--- src/hdl/lpht_pkg.sv ---
`default_nettype none
package lpht_pkg;

	localparam int TABLE_BITS_DEF = 12;
	localparam int SCORE_BITS_DEF = 16;

	localparam logic [2:0] CMD_LOOKUP   = 3'd0;
	localparam logic [2:0] CMD_CREATE   = 3'd1;
	localparam logic [2:0] CMD_WRITE    = 3'd2;
	localparam logic [2:0] CMD_CLR_DONE = 3'd3;
	localparam logic [2:0] CMD_CLR_ALL  = 3'd4;

	localparam logic [2:0] STS_FOUND   = 3'd0;
	localparam logic [2:0] STS_CREATED = 3'd1;
	localparam logic [2:0] STS_ABSENT  = 3'd2;
	localparam logic [2:0] STS_FULL    = 3'd3;
	localparam logic [2:0] STS_NULL    = 3'd4;
	localparam logic [2:0] STS_DONE    = 3'd5;

	typedef struct packed {
		logic [2:0]         cmd;
		logic [63:0]        key;
		logic [11:0]        slot;
		logic signed [15:0] new_score;
		logic               new_node;
		logic               new_done;
	} req_t;

	typedef struct packed {
		logic [2:0]         status;
		logic [11:0]        slot_out;
		logic signed [15:0] score_out;
		logic               node_out;
		logic               done_out;
	} rsp_t;

	// per-field write enables of the slot memory
	typedef struct packed {
		logic key;
		logic data;
		logic done;
	} wr_en_t;

endpackage
`default_nettype wire

--- src/hdl/lpht_ctrl.sv ---
`default_nettype none
module lpht_ctrl #(
	parameter int TABLE_BITS = lpht_pkg::TABLE_BITS_DEF,
	parameter int SCORE_BITS = lpht_pkg::SCORE_BITS_DEF
) (
	input  wire logic                  clk,
	input  wire logic                  arst_n,
	input  wire logic                  start,
	input  wire lpht_pkg::req_t        req,
	output logic                       busy,
	output logic [TABLE_BITS-1:0]      rd_addr,
	input  wire logic [63:0]           rd_key,
	input  wire logic [SCORE_BITS-1:0] rd_score,
	input  wire logic                  rd_node,
	input  wire logic                  rd_done,
	output lpht_pkg::wr_en_t           wr_en,
	output logic [TABLE_BITS-1:0]      wr_addr,
	output logic [63:0]                wr_key,
	output logic [SCORE_BITS-1:0]      wr_score,
	output logic                       wr_node,
	output logic                       wr_done,
	output logic                       emit,
	output lpht_pkg::rsp_t             emit_rsp
);

	localparam logic [1:0] ST_IDLE  = 2'd0;
	localparam logic [1:0] ST_PROBE = 2'd1;
	localparam logic [1:0] ST_SWEEP = 2'd2;

	logic [1:0]            state_q, state_d;
	logic [TABLE_BITS-1:0] idx_q, idx_d;
	logic [TABLE_BITS-1:0] cnt_q, cnt_d;
	logic [63:0]           key_q, key_d;
	logic                  create_q, create_d;
	logic                  all_q, all_d;
	logic                  init_q, init_d;

	logic                  accept;
	logic [TABLE_BITS-1:0] slot_idx;
	logic [31:0]           new_sc_wide;
	logic [SCORE_BITS-1:0] new_sc;
	logic [31:0]           new_sc_out;
	logic [31:0]           rd_sc_out;
	logic                  slot_empty;
	logic                  slot_hit;

	assign accept      = start && (state_q == ST_IDLE);
	assign busy        = (state_q != ST_IDLE);
	assign slot_idx    = TABLE_BITS'(req.slot);
	assign new_sc_wide = 32'($signed(req.new_score));
	assign new_sc      = new_sc_wide[SCORE_BITS-1:0];
	assign new_sc_out  = 32'($signed(new_sc));
	assign rd_sc_out   = 32'($signed(rd_score));
	assign slot_empty  = (rd_key == 64'd0);
	assign slot_hit    = (rd_key == key_q);
	assign rd_addr     = idx_d;

	always_comb begin
		state_d  = state_q;
		idx_d    = idx_q;
		cnt_d    = cnt_q;
		key_d    = key_q;
		create_d = create_q;
		all_d    = all_q;
		init_d   = init_q;
		wr_en    = '0;
		wr_addr  = idx_q;
		wr_key   = key_q;
		wr_score = '0;
		wr_node  = 1'b0;
		wr_done  = 1'b0;
		emit     = 1'b0;
		emit_rsp = '0;
		unique case (state_q)
			ST_IDLE: begin
				if (start) begin
					unique case (req.cmd) inside
						lpht_pkg::CMD_LOOKUP, lpht_pkg::CMD_CREATE: begin
							if (req.key == 64'd0) begin
								emit            = 1'b1;
								emit_rsp.status = lpht_pkg::STS_NULL;
							end else begin
								key_d    = req.key;
								create_d = (req.cmd == lpht_pkg::CMD_CREATE);
								idx_d    = req.key[TABLE_BITS-1:0];
								cnt_d    = '0;
								state_d  = ST_PROBE;
							end
						end
						lpht_pkg::CMD_WRITE: begin
							wr_en.data        = 1'b1;
							wr_en.done        = 1'b1;
							wr_addr           = slot_idx;
							wr_score          = new_sc;
							wr_node           = req.new_node;
							wr_done           = req.new_done;
							emit              = 1'b1;
							emit_rsp.status   = lpht_pkg::STS_DONE;
							emit_rsp.slot_out = 12'(slot_idx);
							emit_rsp.score_out = new_sc_out[15:0];
							emit_rsp.node_out = req.new_node;
							emit_rsp.done_out = req.new_done;
						end
						lpht_pkg::CMD_CLR_DONE: begin
							idx_d   = '0;
							all_d   = 1'b0;
							state_d = ST_SWEEP;
						end
						lpht_pkg::CMD_CLR_ALL: begin
							idx_d   = '0;
							all_d   = 1'b1;
							state_d = ST_SWEEP;
						end
						default: begin
							emit            = 1'b1;
							emit_rsp.status = lpht_pkg::STS_DONE;
						end
					endcase
				end
			end
			ST_PROBE: begin
				if (slot_empty) begin
					state_d = ST_IDLE;
					emit    = 1'b1;
					if (create_q) begin
						wr_en             = '1;
						wr_addr           = idx_q;
						wr_key            = key_q;
						emit_rsp.status   = lpht_pkg::STS_CREATED;
						emit_rsp.slot_out = 12'(idx_q);
					end else begin
						emit_rsp.status = lpht_pkg::STS_ABSENT;
					end
				end else if (slot_hit) begin
					state_d            = ST_IDLE;
					emit               = 1'b1;
					emit_rsp.status    = lpht_pkg::STS_FOUND;
					emit_rsp.slot_out  = 12'(idx_q);
					emit_rsp.score_out = rd_sc_out[15:0];
					emit_rsp.node_out  = rd_node;
					emit_rsp.done_out  = rd_done;
				end else if (&cnt_q) begin
					state_d         = ST_IDLE;
					emit            = 1'b1;
					emit_rsp.status = lpht_pkg::STS_FULL;
				end else begin
					idx_d = idx_q + 1'b1;
					cnt_d = cnt_q + 1'b1;
				end
			end
			ST_SWEEP: begin
				wr_en.done = 1'b1;
				wr_en.key  = all_q;
				wr_en.data = all_q;
				wr_key     = 64'd0;
				if (&idx_q) begin
					state_d         = ST_IDLE;
					init_d          = 1'b0;
					// no result for the sweep after reset
					emit            = !init_q;
					emit_rsp.status = lpht_pkg::STS_DONE;
				end else begin
					idx_d = idx_q + 1'b1;
				end
			end
			default: begin
				state_d = ST_IDLE;
			end
		endcase
	end

	// reset starts a sweep that empties the table
	always_ff @(posedge clk or negedge arst_n) begin
		if (!arst_n) begin
			state_q  <= ST_SWEEP;
			idx_q    <= '0;
			cnt_q    <= '0;
			create_q <= 1'b0;
			all_q    <= 1'b1;
			init_q   <= 1'b1;
		end else begin
			state_q  <= state_d;
			idx_q    <= idx_d;
			cnt_q    <= cnt_d;
			create_q <= create_d;
			all_q    <= all_d;
			init_q   <= init_d;
		end
	end

	always_ff @(posedge clk) begin
		key_q <= key_d;
	end

	a_emit_source: assert property (@(posedge clk) disable iff (!arst_n)
		emit |-> (state_q != ST_IDLE) || accept)
		else $error("result without request or work");

	a_sweep_writes: assert property (@(posedge clk) disable iff (!arst_n)
		(state_q == ST_SWEEP) |-> wr_en.done && (wr_en.key == all_q) && (wr_key == 64'd0))
		else $error("sweep not clearing");

	a_probe_home: assert property (@(posedge clk) disable iff (!arst_n)
		accept && (req.cmd == lpht_pkg::CMD_LOOKUP || req.cmd == lpht_pkg::CMD_CREATE)
			&& (req.key != 64'd0)
		|=> (state_q == ST_PROBE) && (idx_q == $past(req.key[TABLE_BITS-1:0]))
			&& (cnt_q == '0))
		else $error("probe not started at home slot");

	a_create_key: assert property (@(posedge clk) disable iff (!arst_n)
		(wr_en.key && (state_q == ST_PROBE)) |-> (wr_key != 64'd0) && slot_empty)
		else $error("create writes null key or over live slot");

endmodule
`default_nettype wire

--- config.mk ---
export PLATFORM = sky130hd
export DESIGN_NAME = lpht_ctrl
export DESIGN_NICKNAME = d
export VERILOG_FILES = /design/src/hdl/lpht_pkg.sv /design/src/hdl/lpht_ctrl.sv
export SDC_FILE = /design/constraint.sdc
export NUM_CORES = 1
export LEC_CHECK = 0
export ABC_AREA = 1
export CAP_MARGIN = 25
export CORE_MARGIN = 5
export CORE_UTILIZATION = 45
export CTS_BUF_LIST = sky130_fd_sc_hd__clkbuf_8 sky130_fd_sc_hd__clkbuf_16
export DETAILED_ROUTE_END_ITERATION = 10
export DONT_BUFFER_PORTS = 1
export SYNTH_ARGS = -nofsm -noshare
export SYNTH_HDL_FRONTEND = slang
export SYNTH_SLANG_ARGS = --single-unit
--- constraint.sdc ---
create_clock -name clk -period 6.37 [get_ports clk]
set_input_delay 0.9555 -clock clk [delete_from_list [all_inputs] [get_ports clk]]
set_output_delay 0.9555 -clock clk [all_outputs]
set_load 0.1 [all_outputs]
==> metrics.cfg, run 1 <==
[outcome]
status=finished, final reports clean

[synthesis]
synthSimpleGateAreaFrac_pct=36.1
ys_ff_latch=93
avgSynthCellArea_um2=6.56
synthAdderAreaFrac_pct=1.09
synthCells=1052
synthesis.area_mm2=0.00691
synth_top_area_share_pct=27.8
yosysSeqAreaShare_pct=38.4
synth_commonest_cells=nand2_1, nor2_1, inv_1, edfxtp_1, o21ai_0
synth_compound_area_share_pct=8.37
yosys_warnings=0
synth-edff-count=64
synth.area.top_cells=edfxtp_1, nand2_1, nor2_1
postSynth.asyncResetShare_pct=31.2
synth_top_family_by_area=simple AND/OR/NAND/NOR gates
synth_mux_area_share_pct=0
synth_top_area_cell=edfxtp_1
yosysMostFrequentCell=nand2_1
syn-num-nets=1240
ys_dominant_reg_cell=edfxtp_1
yosysUniqueCellTypes=43
synth_xor_area_share_pct=3.30

[setup_path]
path_cells=inv_1 -> ha_1 -> nand2_1 -> nor4_4 -> buf_4 -> inv_2 -> o22ai_2
cp_slowest_stage_delay_ns=1.01
slowest_stage=o22ai_2
critical_path.endpoint_type=output port
cp-start-kind=flip-flop
r2r_start=state_q[1]
cp_data_required_time_ns=5.41
crit_type=reg2out
arrival_ns=3.49
cp-startpoint=state_q[0]
path_buf_inv=3
crit_fanout=38
crit_family=compound AO/OA/AOI/OAI gates

[cells_and_area]
areaGrowthSynthToFinish_pct=22.0
multiInputGateArea_mm2=0.00395
fin_cells=1283
regArea_mm2=0.00265
fill_cells=1445
drive_above_1_share_pct=22.6
stdcell_area_mm2=0.00842
finalNetCount=1278
antennaDiodeCount=0

[detailed_routing]
wl_per_cell_um=16.9
antenna_left=0
viasPerCell=5.08
drt-total-wl_um=21700
drc=0
dr.pass1.iters=6
routed-via-count=6520
detail_route.iter0.violations=320

[clocking]
ctsHtreeMaxLevel=3
cts_hold_buf=0
cts-root-buf=clkbuf_16
clk_latency_ns=0.34
cts_tree=built
cts_resized=0
cts_setup_buffers=0
numCtsBuffers=9
cts.sinks=93
clockBufferDepth=2
clk_pin_slew_worst_paths_ns=0.07

[power_and_ir_drop]
clkPwrFrac_pct=13.7
netSwitchingFraction_pct=63.9
leakagePower_nw=4.12
p_per_area_mw_per_mm2=456
p_comb_share_pct=65.4
power.internal_mw=1.39
vdd_drop_max_mv=0.242
seqPwrFrac_pct=20.9
p_sw_mw=2.46

[place]
dp_hpwl_um=18000
globalplace.congestion=0.895
placed_cell_area_mm2=0.00811
pre_cts_ws_ns=1.99
port-buffer-count=0
dpl.cell_count=1266

[floorplan]
core_mm2=0.0151
fp.dieW_um=134
start_util_pct=45.6
die_area_mm2=0.0179
row_count=45
dieHeight_um=134
boundaryPins=326

[grt]
grt_pass1_wl_um=33700
grt_util_all_layers_pct=23.7
grt_overflow=0
grt_antenna_before_repair=0
grt_max_degree=67
grt_pass1_vias=6460

[sta]
fin_crit_sh_pct=69.8
maxSlewHeadroom_pct=24.9
fin_ws_ns=1.93
finalHoldViolCount=0
maxSlewViolCount=0
tightest_slew_ns=1.13
max_freq_mhz=225
setup_viol=0
fin_tns_setup_ns=0
finalClockSkew_ns=0.00803
rsz0062_at_grt=no
period_needed_ns=4.44

[flow_run]
maxCapViolations=0

[min_path]
hold_path.class=in2async

==> final timing paths <==
check                      cells past startpoint            to  slack [ns]
max                                            7  emit_rsp[16]        1.93
min reg2reg                                    2        init_q        0.44
max in group asynchronous                      0        init_q        5.89
min in group clk                               2        init_q        0.44
max reg2reg                                   10     idx_q[11]        3.19
min                                            0      cnt_q[6]        0.30
==> worst reg2reg max path, delay by kind of cell (launching register included) <==
kind	cells	cell delay, ns
AO/OA/AOI/OAI	1	0.08
adder cells (fa/ha/maj)	1	0.32
buffers and inverters	3	0.48
flip-flops	1	0.56
AND/OR/NAND/NOR	5	1.26
==> placed cells by master, fill, tap and decap left out, types with 10 or more instances in the layout <==
master,Yosys,final
nand2_1,330,330
inv_1,182,184
nor2_1,200,116
nor2_2,2,85
edfxtp_1,64,64
buf_4,1,41
nand3_1,27,27
dfrtp_1,26,26
inv_2,22,23
o21ai_0,34,22
xor2_1,22,22
o22ai_2,0,18
o21ai_2,3,15
o31ai_4,0,12
a21oi_1,13,10
==> cell families (layout without fill, tap and decap cells) <==
family / count (synthesis) / in the layout
and+or+nand+nor: 601 / 601
buffers and inverters: 228 / 271
DFF: 93 / 93
AOI/OAI and AO/OA: 98 / 98
adders and majority gates: 6 / 6
xor gates and xnor gates: 26 / 26
==> power by group through the flow <==
| stage | Sequential (mW) | Combinational [mW] | Clock, mW |
|---|---|---|---|
| after CTS | 0.800 | 2.52 | 0.538 |
| final | 0.801 | 2.51 | 0.527 |
| after global placement | 0.812 | 2.42 | 0 |
| after floorplan | 0.798 | 2.08 | 0 |
| after detailed placement | 0.812 | 2.51 | 0 |
| after global routing | 0.812 | 2.63 | 0.557 |
==> area by class of cell <==
class                      count  share of cell area (%)
clock buffer                   9                    2.67
clock inverter                 7                   0.713
inverter                     206                    9.18
multi-input combinational    731                    46.9
sequential                    93                    31.5
tap                          188                    2.79
timing repair buffer          49                    6.27
==> sequential cells by signal, indices dropped and copies added (netlist names) <==
name	count
all_q	1
key_q	64
state_q	2
init_q	1
cnt_q	12
idx_q	12
create_q	1
==> layer usage <==
layer  GRT usage [%]  part of all wire, %  vias to the layer above
met1            27.3                   39                     2952
met2            42.4                   51                      243
met5               0                    0                        -
met4            5.71                  1.2                        0
met3            7.95                  9.3                       18
li1                -                    -                     3307
==> through the flow <==
| step | hold WS, ns | total power, mW | utilization (%) |
|---|---|---|---|
| finish | 0.304 | 3.84 | 55.6 |
| global route | 0.282 | 4.00 | 55.6 |
| CTS | 0.289 | 3.85 | 55.4 |
| detailed placement | 0.434 | 3.32 | 53.6 |
| global placement | 0.431 | 3.24 | 52.5 |
| floorplan | 0.424 | 2.88 | - |
(Power assumes the default switching activity.)
==> run 2: changes to the inputs <==
- clock period: 6.37 -> 4 ns (I/O delays scaled with it)
==> run 2 against run 1 <==
Global-route usage rose by 0.76 points. Clock-buffer cell count did not move. Combinational power rose by 67%. Critical path depth rose by 2. Hold slack got worse by 0.24 ns. Via count rose by 3.7%. Clock power rose by 100%. Worst setup slack got worse by 1.4 ns. Register-to-register slack got worse by 1.8 ns. Power rose by 70%. Sequential power rose by 60%. First-iteration DRC count rose by 24%. Highest routed layer unchanged.
==> metrics.cfg, run 2 (synthesis gave the netlist of run 1 again) <==
[outcome]
status=finished, final reports clean  ; unchanged

[detailed_routing]
detail_route.iter0.violations=398  ; was 320
drc=0  ; unchanged
wl_per_cell_um=17.0  ; was 16.9 um
drt-total-wl_um=22500  ; was 21700 um
viasPerCell=5.11  ; was 5.08
antenna_left=0  ; unchanged
dr.pass1.iters=5  ; was 6
routed-via-count=6762  ; was 6520

[power_and_ir_drop]
p_per_area_mw_per_mm2=711  ; was 456 mW/mm2
power.internal_mw=2.54  ; was 1.39 mW
p_sw_mw=3.98  ; was 2.46 mW
clkPwrFrac_pct=16.2  ; was 13.7%
vdd_drop_max_mv=0.364  ; was 0.242 mV
seqPwrFrac_pct=19.6  ; was 20.9%
netSwitchingFraction_pct=61.1  ; was 63.9%
leakagePower_nw=4.43  ; was 4.12 nW
p_comb_share_pct=64.2  ; was 65.4%

[place]
port-buffer-count=0  ; unchanged
dpl.cell_count=1306  ; was 1266
pre_cts_ws_ns=0.760  ; was 1.99 ns
globalplace.congestion=0.890  ; was 0.895
dp_hpwl_um=18600  ; was 18000 um

[floorplan]
die_area_mm2=0.0179  ; unchanged
dieHeight_um=134  ; unchanged
core_mm2=0.0151  ; unchanged
fp.dieW_um=134  ; unchanged
row_count=45  ; unchanged
boundaryPins=326  ; unchanged
start_util_pct=45.6  ; unchanged

[setup_path]
r2r_slack_ns=1.40  ; was 3.19 ns
cp_data_required_time_ns=3.40  ; was 5.41 ns
arrival_ns=2.84  ; was 3.49 ns
slowest_stage=inv_2  ; was o22ai_2
cp_slowest_stage_delay_ns=0.69  ; was 1.01 ns
reg2reg_depth=8  ; was 10
critical_path.endpoint_type=output port  ; unchanged
crit_fanout=38  ; unchanged
r2r_start=state_q[1]  ; unchanged
reg2reg_to=cnt_q[0]  ; was idx_q[11]
path_cells=inv_1 -> ha_1 -> nand2_1 -> nor4_4 -> inv_2 -> nand3_1 -> nand2_1 -> inv_1 -> buf_12  ; was inv_1 -> ha_1 -> nand2_1 -> nor4_4 -> buf_4 -> inv_2 -> o22ai_2
crit_type=reg2out  ; unchanged
cp-start-kind=flip-flop  ; unchanged

[sta]
fin_tns_setup_ns=0  ; unchanged
finalHoldViolCount=0  ; unchanged
maxSlewHeadroom_pct=26.4  ; was 24.9%
setup_viol=0  ; unchanged
fin_crit_sh_pct=86.0
rsz0062_at_grt=no  ; unchanged
finalClockSkew_ns=0.00948  ; was 0.00803 ns
max_freq_mhz=291
maxSlewViolCount=0  ; unchanged
period_needed_ns=3.44
fin_ws_ns=0.560  ; was 1.93 ns
tightest_slew_ns=1.10  ; was 1.13 ns

[cells_and_area]
reg_top3=key_q: 64 flops, cnt_q: 12 flops, idx_q: 12 flops  ; unchanged
drive_above_1_share_pct=25.6  ; was 22.6%
layout.cells.most_common=nand2_1  ; unchanged
antennaDiodeCount=0  ; unchanged
areaGrowthSynthToFinish_pct=32.7  ; was 22.0%
fin_cells=1323  ; was 1283
largest_reg_flops=64  ; unchanged
fill_cells=1361  ; was 1445
layout_common_cells=nand2_1, inv_1, nor2_1  ; unchanged
top_register=key_q  ; unchanged
finalNetCount=1318  ; was 1278

[clocking]
cts_tree=built  ; unchanged
cts-root-buf=clkbuf_16  ; unchanged
clk_latency_ns=0.35  ; was 0.34 ns
numCtsBuffers=9  ; unchanged
cts.sinks=93  ; unchanged
ctsHtreeMaxLevel=3  ; unchanged
cts_setup_buffers=0  ; unchanged
clk_pin_slew_worst_paths_ns=0.07  ; about the same
clockBufferDepth=2  ; unchanged

[grt]
grt_antenna_before_repair=0  ; unchanged
grt_overflow=0  ; unchanged
grt_pass1_wl_um=34600  ; was 33700 um
grt_pass1_vias=6544  ; was 6460
grt_max_degree=44  ; was 67
grt_util_all_layers_pct=24.5  ; was 23.7%

[flow_run]
maxCapViolations=0  ; unchanged

[min_path]
hold_path.class=in2async  ; unchanged

run 2: stage by stage:
stage	hold slack (ns)	utilization (%)	power, mW	area (um2)
6_report	0.0620	60.5	6.51	9160
3_3_place_gp	0.307	57.7	5.44	8750
2_1_floorplan	0.304	-	4.59	6910
3_5_place_dp	0.307	57.9	5.46	8770
4_1_cts	0.0557	60.5	6.55	9160
5_1_grt	0.0615	60.5	6.77	9160
run 2: what timing repair did:
item / 4_1_cts / 5_1_grt
hold endpoints to repair: 26 / 0
gates resized for setup: 0 / 0
hold buffers: 1 / 0
run 2: cell type report:
class	count	area (um2)	area share, %
multi-input combinational	731	3960	43.2
sequential	93	2650	28.9
timing repair buffer	89	1180	12.8
inverter	206	773	8.44
tap	188	235	2.57
clock buffer	9	225	2.46
clock inverter	7	145	1.58
run 2: worst max-delay path, delay by kind of cell, from the launching register on:
kind                     cells  cell delay (ns)
adder cells (fa/ha/maj)      1             0.31
buffers and inverters        4             1.03
flip-flops                   1             0.57
AND/OR/NAND/NOR              4             0.57
run 2: metal layers:
| metal | global-route usage (%) | vias up | share of wire [%] |
|---|---|---|---|
| li1 | - | 3389 | - |
| met1 | 27.0 | 3063 | 37 |
| met2 | 43.5 | 273 | 50 |
| met3 | 9.71 | 37 | 11 |
| met4 | 7.09 | 0 | 1.9 |
| met5 | 0 | - | 0 |
run 2: worst max-delay path by stage:
stage                from            to  slack [ns]  cells past startpoint
3_5_place_dp   rd_key[52]   emit_rsp[0]        0.76                     13
6_report       state_q[1]      wr_en[1]        0.56                      9
2_1_floorplan  rd_key[63]  emit_rsp[18]       -0.40                      9
4_1_cts        state_q[1]      wr_en[1]        0.52                      9
3_3_place_gp   rd_key[52]   emit_rsp[0]        0.74                     13
5_1_grt         key_q[52]   emit_rsp[0]        0.33                     13
run 2: power by group through the flow:
| stage | clock [mW] | combinational [mW] | sequential (mW) |
|---|---|---|---|
| 6_report | 1.06 | 4.18 | 1.28 |
| 2_1_floorplan | 0 | 3.32 | 1.27 |
| 4_1_cts | 1.08 | 4.19 | 1.27 |
| 5_1_grt | 1.12 | 4.36 | 1.29 |
| 3_3_place_gp | 0 | 4.15 | 1.29 |
| 3_5_place_dp | 0 | 4.17 | 1.29 |
